[src/rtl/rrqs_pkg.sv]
// ============================================================================
// rrqs_pkg
// Shared types, constants and helpers of the round-robin quantum scheduler.
// ============================================================================
package rrqs_pkg;

    // Ready-queue geometry
    localparam int QUEUE_DEPTH = 64;
    localparam int PTR_W       = (QUEUE_DEPTH > 1) ? $clog2(QUEUE_DEPTH) : 1;
    localparam int OCC_W       = $clog2(QUEUE_DEPTH + 1);

    // Field widths
    localparam int ID_W    = 16;
    localparam int BURST_W = 16;
    localparam int TIME_W  = 32;
    localparam int SUM_W   = 48;
    localparam int QUANT_W = 16;
    localparam int STAT_W  = 3;

    // Stream widths (fields packed from bit 0, padded to whole bytes)
    localparam int S_DATA_W = 32;
    localparam int M_DATA_W = 216;

    // Input kinds
    localparam logic MODE_ARRIVE = 1'b0;
    localparam logic MODE_TICK   = 1'b1;

    // Result status codes
    localparam logic [STAT_W-1:0] STAT_ACCEPTED   = 3'd0;
    localparam logic [STAT_W-1:0] STAT_RAN        = 3'd1;
    localparam logic [STAT_W-1:0] STAT_IDLE       = 3'd2;
    localparam logic [STAT_W-1:0] STAT_FULL       = 3'd3;
    localparam logic [STAT_W-1:0] STAT_ZERO_BURST = 3'd4;

    // Reset value of the quantum register
    localparam logic [QUANT_W-1:0] QUANTUM_RESET = 16'd2;

    // One ready-queue slot
    typedef struct packed {
        logic                 started;
        logic [BURST_W-1:0]   burst;
        logic [BURST_W-1:0]   rem;
        logic [TIME_W-1:0]    arrival;
        logic [ID_W-1:0]      id;
    } entry_t;

    // Circular pointer advance
    function automatic logic [PTR_W-1:0] ptr_inc(input logic [PTR_W-1:0] p);
        logic [PTR_W-1:0] r;
        if (p == PTR_W'(QUEUE_DEPTH - 1)) begin
            r = '0;
        end else begin
            r = p + 1'b1;
        end
        return r;
    endfunction

    // 48-bit add that sticks at all ones
    function automatic logic [SUM_W-1:0] sat_add48(input logic [SUM_W-1:0] a,
                                                   input logic [TIME_W-1:0] b);
        logic [SUM_W:0] s;
        s = {1'b0, a} + {{(SUM_W + 1 - TIME_W){1'b0}}, b};
        return s[SUM_W] ? {SUM_W{1'b1}} : s[SUM_W-1:0];
    endfunction

endpackage

[src/rtl/rrqs_totals.sv]
// ============================================================================
// rrqs_totals
// Saturating accumulators for total waiting time and total response time.
// ============================================================================
module rrqs_totals (
    input  logic                          aclk,
    input  logic                          aresetn,
    input  logic                          wait_en,
    input  logic [rrqs_pkg::TIME_W-1:0]   wait_val,
    input  logic                          resp_en,
    input  logic [rrqs_pkg::TIME_W-1:0]   resp_val,
    output logic [rrqs_pkg::SUM_W-1:0]    wait_sum,
    output logic [rrqs_pkg::SUM_W-1:0]    resp_sum,
    output logic [rrqs_pkg::SUM_W-1:0]    wait_sum_next,
    output logic [rrqs_pkg::SUM_W-1:0]    resp_sum_next
);
    import rrqs_pkg::*;

    logic [SUM_W-1:0] wait_sum_reg;
    logic [SUM_W-1:0] resp_sum_reg;

    // Next totals, held when the enable is low
    assign wait_sum_next = wait_en ? sat_add48(wait_sum_reg, wait_val) : wait_sum_reg;
    assign resp_sum_next = resp_en ? sat_add48(resp_sum_reg, resp_val) : resp_sum_reg;

    always_ff @(posedge aclk) begin
        if (!aresetn) begin
            wait_sum_reg <= '0;
            resp_sum_reg <= '0;
        end else begin
            wait_sum_reg <= wait_sum_next;
            resp_sum_reg <= resp_sum_next;
        end
    end

    assign wait_sum = wait_sum_reg;
    assign resp_sum = resp_sum_reg;

endmodule

[config.mk]
export PLATFORM = sky130hd
export DESIGN_NAME = rrqs_totals
export DESIGN_NICKNAME = d
export VERILOG_FILES = /design/src/rtl/rrqs_pkg.sv /design/src/rtl/rrqs_totals.sv
export SDC_FILE = /design/constraint.sdc
export NUM_CORES = 1
export LEC_CHECK = 0
export ABC_AREA = 1
export BUFFER_PORTS_ARGS = -buffer_cell sky130_fd_sc_hd__clkbuf_2
export CAP_MARGIN = 10
export CORE_UTILIZATION = 55
export DETAILED_ROUTE_END_ITERATION = 16
export PLACE_DENSITY = 0.83
export SYNTH_ARGS = -nofsm -noshare
export SYNTH_HDL_FRONTEND = slang
export SYNTH_SLANG_ARGS = --single-unit
export TNS_END_PERCENT = 5
[constraint.sdc]
create_clock -name aclk -period 3.34 [get_ports aclk]
set_clock_uncertainty 0.15 [all_clocks]
set_input_delay 0.334 -clock aclk [delete_from_list [all_inputs] [get_ports aclk]]
set_output_delay 0.334 -clock aclk [all_outputs]
set_load 0.01 [all_outputs]
==> results of run 1 <==
-- metrics by stage --
stage | worst slack (ns) | cells | area [um^2]
final | 0.05383 | 2304 | 12200
after global routing | -0.04705 | 2304 | 12200
after CTS | 0.001699 | 2293 | 11910
after detailed placement | 0.1410 | 2277 | 11590
after global placement | 0.2513 | 2277 | 11590
after floorplan | 0.7352 | 1808 | 10070
-- cells in the mapped netlist, types with 3 or more instances --
cell type	instances
a21oi_1	71
a21oi_2	3
buf_6	6
clkbuf_1	18
dfxtp_1	96
ha_1	64
inv_1	341
mux2i_1	4
nand2_1	647
nand2_2	8
nand3_1	74
nand3_2	22
nand3b_1	16
nand4_1	12
nor2_1	232
nor2_2	6
nor3_1	25
nor3_2	5
nor4_1	3
o21ai_0	26
o21bai_1	10
or2_2	56
xnor2_1	31
xor2_1	13
-- worst min-delay path by stage --
| stage | from | to | slack [ns] | depth (start not counted) |
|---|---|---|---|---|
| after floorplan | resp_sum[29]$_SDFF_PN0_ | resp_sum[29]$_SDFF_PN0_ | 0.45 | 4 |
| after global placement | wait_sum[30]$_SDFF_PN0_ | wait_sum[30]$_SDFF_PN0_ | 0.43 | 4 |
| after detailed placement | resp_sum[30]$_SDFF_PN0_ | resp_sum[30]$_SDFF_PN0_ | 0.45 | 4 |
| after CTS | resp_val[0] | resp_sum[0]$_SDFF_PN0_ | 0.28 | 4 |
| after global routing | aresetn | wait_sum[37]$_SDFF_PN0_ | 0.33 | 3 |
| final | resp_val[0] | resp_sum[0]$_SDFF_PN0_ | 0.30 | 4 |
-- per-layer routing --
metal	GRT usage, %	routed length (um)	vias to the layer above
met5	0	0	-
met4	17.70	1471	0
met3	5.004	2422	98
met2	61.22	16240	522
met1	41.87	14170	5288
li1	-	-	5993
-- area by class of cell --
type | count | share of cell area, %
Tap cell | 229 | 2.349
Clock inverter | 7 | 0.6359
Sequential cell | 96 | 15.81
Clock buffer | 9 | 1.846
Inverter | 343 | 10.55
Multi-Input combinational cell | 1342 | 56.39
Timing Repair Buffer | 278 | 12.42
-- kinds of logic (layout without fill, tap and decap cells) --
kind of cell / count (synthesis) / after routing / synth area share, %
AND/OR/NAND/NOR: 1114 / 1114 / 47.79
buffers and inverters: 370 / 637 / 14.25
multiplexers: 4 / 4 / 0.3976
adder cells (fa/ha/maj): 66 / 66 / 8.350
AO/OA/AOI/OAI: 114 / 114 / 6.300
XOR/XNOR: 44 / 44 / 3.827
flip-flops: 96 / 96 / 19.09
-- worst register-to-register path, stage by stage (launching register included) --
cell and delay, ns:
dfxtp_4 0.36, ha_4 0.17, fa_2 0.43, nand3_4 0.10
nand3_4 0.09, nand2_2 0.08, nand3_2 0.09, nand2_2 0.09
nand2_4 0.07, nand2_4 0.07, nand2_4 0.06, a21oi_4 0.31
clkbuf_16 0.23, nand2_1 0.08, nand2_2 0.07, nor2_1 0.04
-- power groups by stage --
stage               clock network (mW)  logic, mW  registers [mW]
floorplan                            0       1.43            1.38
finish                            1.09       2.28            1.33
detailed placement                   0       2.17            1.35
CTS                               1.10       2.19            1.33
global route                      1.14       2.53            1.34
global placement                     0       2.16            1.35
-- repair_timing --
item,CTS,global route
setup buffers,0,8
hold buffers,0,0
resized for setup,15,45
cloned,0,3
setup endpoints to repair,37,77
pin swaps,0,4
hold endpoints to repair,0,0
==> run metrics, run 1 <==
Worst-path clk slew=0.08 ns; # nets final=2,204; multi-input logic area=6879 um^2; TritonCTS buffer count=9; Ys Warns=0; most common cell after layout, fill and taps aside=nand2_1; crit path max-delay cell type=fa_2; number of nets with antenna violations after routing=0; slew margin rel.=49.46%; cell leakage power=7.510 nW; Util after Layout=67.91%; Die Height=approximately 140 um; layout cells sized above 1=21.16%; count of input and output buffers=~260; Synth cell types=36; max-slew violations=0; CP Capture Type=output pin; R2R cell count=15; Synth area leaders=nand2_1 24%, dfxtp_1 19%, inv_1 13%; sequential share of power=28.3%; RR Endpoint=wait_sum[31]$_SDFF_PN0_; detailed-route wire length per cell=around 15 um; Die W=137.3 um; Final setup viols=0; num rows=49; Async SR Flop Fraction=0%; number of antenna violations at the first check in global routing=0; vias=11,901; #FFs+latches synth=between 90 and 100; Initial Utilization=56.06%; synthesized instance count=1,808; CTS max path bufs=2; Post-Syn Area per Cell=about 5.6 um^2; Max Clk Rate=0.3043 GHz; Worst path top cell family by delay=simple AND/OR/NAND/NOR gates; critical path depth in cells=16; WP buf/inv=3; worst vdd ir=0.0002823 V; Post-synth EDFFs=0; drt first pass iters=6; pwr/cell area=385.5 nW/um^2; Post-Route WL=34,300 um; GP Congestion=1.056; Via density=5.165; Congestion Overflow GR=0; Die Footprint=between 15,000 and 20,000 um^2; Worst Hold Class=in2reg; Hold WS=0.3006 ns; commonest non-fill, non-tap cells in the layout=639 x nand2_1, 341 x inv_1, 259 x clkbuf_2; Clk pwr share=23.2%; Core ar.=approximately 18,000 um^2; Worst path max stage delay=around 0.43 ns; synthesized netlist net count=1,942; Starting DRT DRC Count=794; ys flop type=dfxtp_1; leading area contributor after synthesis=nand2_1; mapped cell area=slightly above 10,000 um^2; internal reg-to-reg setup slack=0.77 ns; CTS tree=built; Combinational Power Share=48.5%; Hold Vio Cnt, Final=0; DRC viols=0; RR Startpoint=wait_sum[0]$_SDFF_PN0_; hpwl dp=28,200 um; Req. time, crit path=2.86 ns; global-route wire length before repair=51,480 um; CTS H-tree depth=3; largest net degree at the start of global routing=between 50 and 60; worst-path fanout max=6; Final min period=3.286 ns; Max Cap Viol=0; arrival time at the worst endpoint=between 2 and 3 ns; Ant. Diodes=0; status=completed; critical path type=reg2out; Layout area overhead=21.15%; Int Power=between 2 and 3 mW; Final period util=98.39%; vias in the first global route=approximately 11,000; Yosys top cell area share=24.12%; Worst-Skew Late Latency=0.37 ns; Storage cell area=slightly below 2000 um^2; clk sinks=96; Ports=260; Sw Share=44.57%; crit-path cells=ha_4 > fa_2 > nand3_4 > nand3_4 > nand2_2 > nand3_2 > nand2_2 > nand2_4 > nand2_4 > nand2_4 > a21oi_4 > clkbuf_16 > nand2_1 > nand2_2 > inv_1 > clkbuf_2; RSZ-0062 raised after global routing=true; total power draw=4.703 mW; Slew @ Worst Pin=0.7570 ns; crit path launch type=register; GRT Total Usage=a little over a third; Clock Tree Root=clkbuf_16; worst setup path endpoint=wait_sum_next[31]; register area share after synthesis=a little under a fifth; total negative slack=0 ns; Fill cells=approximately 1,700; Setup crit start=wait_sum[0]$_SDFF_PN0_; P_sw=between 2 and 2.5 mW
Note: power is estimated with default switching activity, not from simulation.
==> inputs of run 2 (changes only) <==
Settings changed: PLACE_DENSITY 0.83 to 0.91.
==> run metrics, run 2 (synthesis results as in run 1) <==
hpwl dp=28,390 um (was 28,200 um); Hold Path Sink=wait_sum[39]$_SDFF_PN0_ (was resp_sum[0]$_SDFF_PN0_); Final min period=3.421 ns (was 3.286 ns); R2R cell count=16 (was 15); Core ar.=17,960 um^2 (unchanged); Die Footprint=18,850 um^2 (unchanged); Hold Vio Cnt, Final=0 (unchanged); crit path launch type=register (unchanged); num rows=49 (unchanged); PnR worst setup slack=-0.08098 ns (was 0.05383 ns); pwr/cell area=388.2 nW/um^2 (was 385.5 nW/um^2); Hold WS=0.3087 ns (was 0.3006 ns); commonest non-fill, non-tap cells in the layout=618 x nand2_1, 336 x inv_1, 248 x clkbuf_2 (was 639 x nand2_1, 341 x inv_1, 259 x clkbuf_2); GRT Total Usage=35.69% (was 35.14%); Req. time, crit path=2.86 ns (about the same); Max Cap Viol=0 (unchanged); Max Clk Rate=0.2923 GHz (was 0.3043 GHz); critical path type=reg2out (unchanged); total power draw=4.783 mW (was 4.703 mW); worst-path fanout max=6 (unchanged); Fill cells=1,694 (was 1,738); TritonCTS buffer count=9 (unchanged); Ports=260 (unchanged); CTS tree=built (unchanged); CP Capture Type=output pin (unchanged); RR Endpoint=resp_sum[13]$_SDFF_PN0_ (was wait_sum[31]$_SDFF_PN0_); worst vdd ir=0.0003026 V (was 0.0002823 V); vias in the first global route=10,778 (was 10,646); Final setup viols=16 (was 0); GP Congestion=0.9589 (was 1.056); drt first pass iters=6 (unchanged); count of input and output buffers=259 (unchanged); Starting DRT DRC Count=757 (was 794); detailed-route wire length per cell=15.09 um (was 14.89 um); Via density=5.181 (was 5.165); clk sinks=96 (unchanged); cell leakage power=7.552 nW (was 7.510 nW); RR Startpoint=resp_sum[0]$_SDFF_PN0_ (was wait_sum[0]$_SDFF_PN0_); slew margin rel.=56.16% (was 49.46%); Layout area overhead=22.37% (was 21.15%); DRC viols=0 (unchanged); worst hold stages=3 (was 4); Clock Tree Root=clkbuf_16 (unchanged); Worst Hold Class=in2reg (unchanged); RSZ-0062 raised after global routing=true (unchanged); number of antenna violations at the first check in global routing=0 (unchanged); Slew @ Worst Pin=0.6576 ns (was 0.7570 ns); Final period util=102.4% (was 98.39%); most common cell after layout, fill and taps aside=nand2_1 (unchanged); CTS Hold Bufs=0 (unchanged); # nets final=2,211 (was 2,204); Worst-Skew Late Latency=0.37 ns (about the same); Congestion Overflow GR=0 (unchanged); global-route wire length before repair=52,380 um (was 51,480 um); Die W=137.3 um (unchanged); vias=11,974 (was 11,901); arrival time at the worst endpoint=2.94 ns (was 2.80 ns); max-slew violations=0 (unchanged); largest net degree at the start of global routing=53 (unchanged); layout cells sized above 1=22.43% (was 21.16%); CTS max path bufs=2 (unchanged); Post-Route WL=34,880 um (was 34,300 um); Hold Path Origin=aresetn (was resp_val[0]); Die Height=137.3 um (unchanged); failing checks=negative setup slack; status=finished, violations left (was completed); number of nets with antenna violations after routing=0 (unchanged); Worst-path clk slew=0.08 ns (about the same); CTS H-tree depth=3 (unchanged); Initial Utilization=56.06% (unchanged); Ant. Diodes=0 (unchanged); internal reg-to-reg setup slack=0.60 ns (was 0.77 ns)
[run 2: cell count changes in the layout (fill, tap and decap cells not counted), sizes merged]
| cell | before | now |
|---|---|---|
| buf | 17 | 35 |
| inv | 345 | 347 |
| clkinv | 4 | 3 |
| clkinvlp | 1 | 0 |
| clkbuf | 270 | 259 |
[run 2: critical path: stages (launching register included)]
cell and delay, ns:
dfxtp_4 0.37, ha_4 0.18, fa_2 0.42, nand3_4 0.12, nand3_4 0.09, nand2_2 0.07, nand3_2 0.08, nand2_2 0.10
nand2_4 0.09, nand2_4 0.08, nand2_4 0.07, a21oi_4 0.33, clkbuf_16 0.24, nand2_2 0.07, nand2_2 0.09, inv_1 0.04
buf_2 0.12
[run 2: repair_timing]
item | 4_1_cts | 5_1_grt
setup endpoints to repair | 70 | 74
resized for setup | 21 | 74
setup buffers | 0 | 15
gates cloned | 0 | 3
pin swaps | 0 | 17
[run 2: worst max path at each step]
stage | from | endpoint | slack (ns) | cells after the start
floorplan | wait_sum[0]$_SDFF_PN0_ | wait_sum_next[12] | 0.74 | 15
global placement | wait_val[0] | wait_sum_next[9] | 0.17 | 16
detailed placement | wait_val[0] | wait_sum_next[4] | 0.02 | 16
CTS | resp_sum[0]$_SDFF_PN0_ | resp_sum_next[6] | 0.05 | 16
global route | resp_sum[0]$_SDFF_PN0_ | resp_sum_next[16] | -0.13 | 16
finish | resp_sum[0]$_SDFF_PN0_ | resp_sum_next[16] | -0.08 | 16
[run 2: cell type report]
type	instances	area [um^2]	share of cell area [%]
clock buffer	9	225.2	1.828
clock inverter	7	81.33	0.6600
inverter	343	1287	10.45
multi-input combinational	1342	6909	56.07
sequential	96	1927	15.64
tap	229	286.5	2.325
timing repair buffer	285	1605	13.03
[run 2: power breakdown]
group / leakage, nW / internal, mW / switching [mW]
combinational: 6.61 / 0.869 / 1.47
clock: 0.150 / 0.537 / 0.574
sequential: 0.791 / 1.24 / 0.0893
[run 2: per-layer routing]
| metal | vias to the layer above | track usage, % | wire length [um] |
|---|---|---|---|
| li1 | 6008 | - | - |
| met1 | 5329 | 40.48 | 14060 |
| met2 | 521 | 64.20 | 16850 |
| met3 | 116 | 5.298 | 2119 |
| met4 | 0 | 18.86 | 1844 |
| met5 | - | 0 | 0 |
[run 2: through the flow]
step / setup slack [ns] / instances / instance area [um^2] / TNS (ns) / util (%)
after CTS: 0.05314 / 2293 / 11940 / 0 / 66.45
after floorplan: 0.7352 / 1808 / 10070 / 0 / -
after global placement: 0.1741 / 2277 / 11600 / 0 / 64.59
after detailed placement: 0.02227 / 2277 / 11600 / 0 / 64.59
final: -0.08098 / 2311 / 12320 / -0.4470 / 68.59
after global routing: -0.1253 / 2311 / 12320 / -1.938 / 68.59
==> inputs of run 3 (changes only) <==
Settings changed: CORE_UTILIZATION 55 to 59, PLACE_DENSITY 0.91 to 0.95.
Clock period 3.34 ns to 4.4 ns, I/O delays scaled along.
==> run metrics, run 3 (synthesis results as in run 1) <==
number of antenna violations at the first check in global routing=1 (was 0); Ant. Diodes=0 (unchanged); R2R cell count=14 (was 16); Max Clk Rate=around 0.26 GHz; clk sinks=96 (unchanged); Util after Layout=71.08% (was 68.59%); Die Footprint=17,590 um^2 (was 18,850 um^2); GRT Total Usage=37.72% (was 35.69%); worst vdd ir=0.0002269 V (was 0.0003026 V); Clock Tree Root=clkbuf_16 (unchanged); RR Endpoint=resp_sum[8]$_SDFF_PN0_ (was resp_sum[13]$_SDFF_PN0_); Hold Path Sink=wait_sum[0]$_SDFF_PN0_ (was wait_sum[39]$_SDFF_PN0_); DRC viols=0 (unchanged); vias=11,841 (was 11,974); pwr/cell area=298.9 nW/um^2 (was 388.2 nW/um^2); arrival time at the worst endpoint=3.27 ns (was 2.94 ns); status=completed (was finished, violations left); Final period util=87.70%; Worst-path clk slew=0.08 ns (about the same); most common cell after layout, fill and taps aside=nand2_1 (unchanged); CTS H-tree depth=3 (unchanged); Max Cap Viol=0 (unchanged); Die Height=132.6 um (was 137.3 um); num rows=47 (was 49); Hold Path Origin=wait_val[0] (was aresetn); largest net degree at the start of global routing=53 (unchanged); Worst-Skew Late Latency=0.36 ns (was 0.37 ns); internal reg-to-reg setup slack=1.34 ns (was 0.60 ns); Post-Route WL=33,340 um (was 34,880 um); Congestion Overflow GR=0 (unchanged); cell leakage power=7.361 nW (was 7.552 nW); CTS max path bufs=2 (unchanged); Final setup viols=0 (was 16); max-slew violations=0 (unchanged); Worst Hold Class=in2reg (unchanged); Initial Utilization=60.51% (was 56.06%); drt first pass iters=5 (was 6); commonest non-fill, non-tap cells in the layout=647 x nand2_1, 341 x inv_1, 259 x clkbuf_2 (was 618 x nand2_1, 336 x inv_1, 248 x clkbuf_2); Final min period=3.859 ns; GP Congestion=1.001 (was 0.9589); RSZ-0062 raised after global routing=false (was true); detailed-route wire length per cell=14.63 um (was 15.09 um); layout cells sized above 1=18.84% (was 22.43%); postcts setup bufs=0 (unchanged); CTS Hold Bufs=0 (unchanged); Starting DRT DRC Count=793 (was 757); WP buf/inv=2 (was 3); vias in the first global route=11,099 (was 10,778); Die W=132.6 um (was 137.3 um); Slew @ Worst Pin=0.7886 ns (was 0.6576 ns); RR Startpoint=resp_sum[0]$_SDFF_PN0_ (unchanged); hpwl dp=27,970 um (was 28,390 um); CP Capture Type=output pin (unchanged); number of nets with antenna violations after routing=0 (unchanged); Layout area overhead=17.47% (was 22.37%); global-route wire length before repair=53,400 um (was 52,380 um); Via density=5.196 (was 5.181); worst hold stages=4 (was 3); Ports=260 (unchanged); Core ar.=16,640 um^2 (was 17,960 um^2); Worst path top cell family by delay=simple AND/OR/NAND/NOR gates (unchanged); count of input and output buffers=259 (unchanged); Req. time, crit path=3.81 ns (was 2.86 ns); TritonCTS buffer count=9 (unchanged); crit path launch type=register (unchanged); Worst path max stage delay=0.55 ns (was 0.42 ns); worst-path fanout max=24 (was 6); total power draw=3.536 mW (was 4.783 mW); slew margin rel.=47.42% (was 56.16%); crit path max-delay cell type=a21oi_4 (was fa_2); # nets final=2,188 (was 2,211); CTS tree=built (unchanged); most frequent CP cell=nand2_1 (was nand2_2); crit-path cells=ha_1 > fa_1 > nand3_2 > nand3_2 > nand2_1 > nand3_2 > nand2_1 > nand2_2 > nand2_2 > nand2_4 > a21oi_4 > nand2_1 > nand2_1 > inv_1 > clkbuf_2 (was ha_4 > fa_2 > nand3_4 > nand3_4 > nand2_2 > nand3_2 > nand2_2 > nand2_4 > nand2_4 > nand2_4 > a21oi_4 > clkbuf_16 > nand2_2 > nand2_2 > inv_1 > buf_2); Hold Vio Cnt, Final=0 (unchanged); post-cts sizing count=0 (was 21); total negative slack=0 ns (was -0.4470 ns); critical path type=reg2out (unchanged)
==> run 3: cell count changes in the layout (fill, tap and decap cells not counted), sizes merged <==
| cell | delta |
|---|---|
| buf | -32 |
| bufinv | +1 |
| clkbuf | +9 |
| clkinv | -1 |
| clkinvlp | +1 |
| inv | -1 |
==> run 3: layer usage <==
layer / GRT usage, % / wire length (um) / vias to the layer above
met5: 0 / 0 / -
met4: 20.43 / 1640 / 0
met3: 5.785 / 1995 / 107
met2: 67.98 / 16170 / 484
met1: 42.53 / 13530 / 5289
li1: - / - / 5961
==> run 3: metrics by stage <==
step | hold WS, ns | std cells | area (um^2) | setup slack [ns]
floorplan | 0.4526 | 1808 | 10070 | 1.586
global placement | 0.4406 | 2263 | 11520 | 0.8357
detailed placement | 0.4495 | 2263 | 11520 | 0.7546
CTS | 0.3688 | 2279 | 11830 | 0.5666
global route | 0.4098 | 2279 | 11830 | 0.3572
finish | 0.3825 | 2279 | 11830 | 0.5412
==> run 3: worst max-delay path by stage <==
stage | cells after the start | endpoint | slack [ns] | from
3_5_place_dp | 16 | resp_sum_next[8] | 0.75 | resp_val[0]
5_1_grt | 15 | resp_sum_next[11] | 0.36 | resp_sum[0]$_SDFF_PN0_
3_3_place_gp | 16 | wait_sum_next[30] | 0.84 | wait_val[0]
2_1_floorplan | 15 | wait_sum_next[12] | 1.59 | wait_val[0]
4_1_cts | 15 | resp_sum_next[8] | 0.57 | resp_sum[0]$_SDFF_PN0_
6_report | 15 | resp_sum_next[8] | 0.54 | resp_sum[0]$_SDFF_PN0_
==> run 3: final cells by class <==
cell class,count,area [um^2]
Fill cell,1509,4813
Timing Repair Buffer,262,1319
Multi-Input combinational cell,1342,6713
Tap cell,220,275.3
Clock inverter,7,87.58
Clock buffer,9,225.2
Inverter,343,1287
Sequential cell,96,1922
==> run 3: worst min-delay path: stages <==
cell	delay [ns]
clkbuf_2	0.08
ha_1	0.12
mux2i_1	0.08
a21oi_1	0.14
==> run 3: power by group <==
part,switching (mW),total (mW),internal [mW]
sequential,0.0664,1.01,0.943
combinational,1.07,1.66,0.598
clock,0.409,0.863,0.454
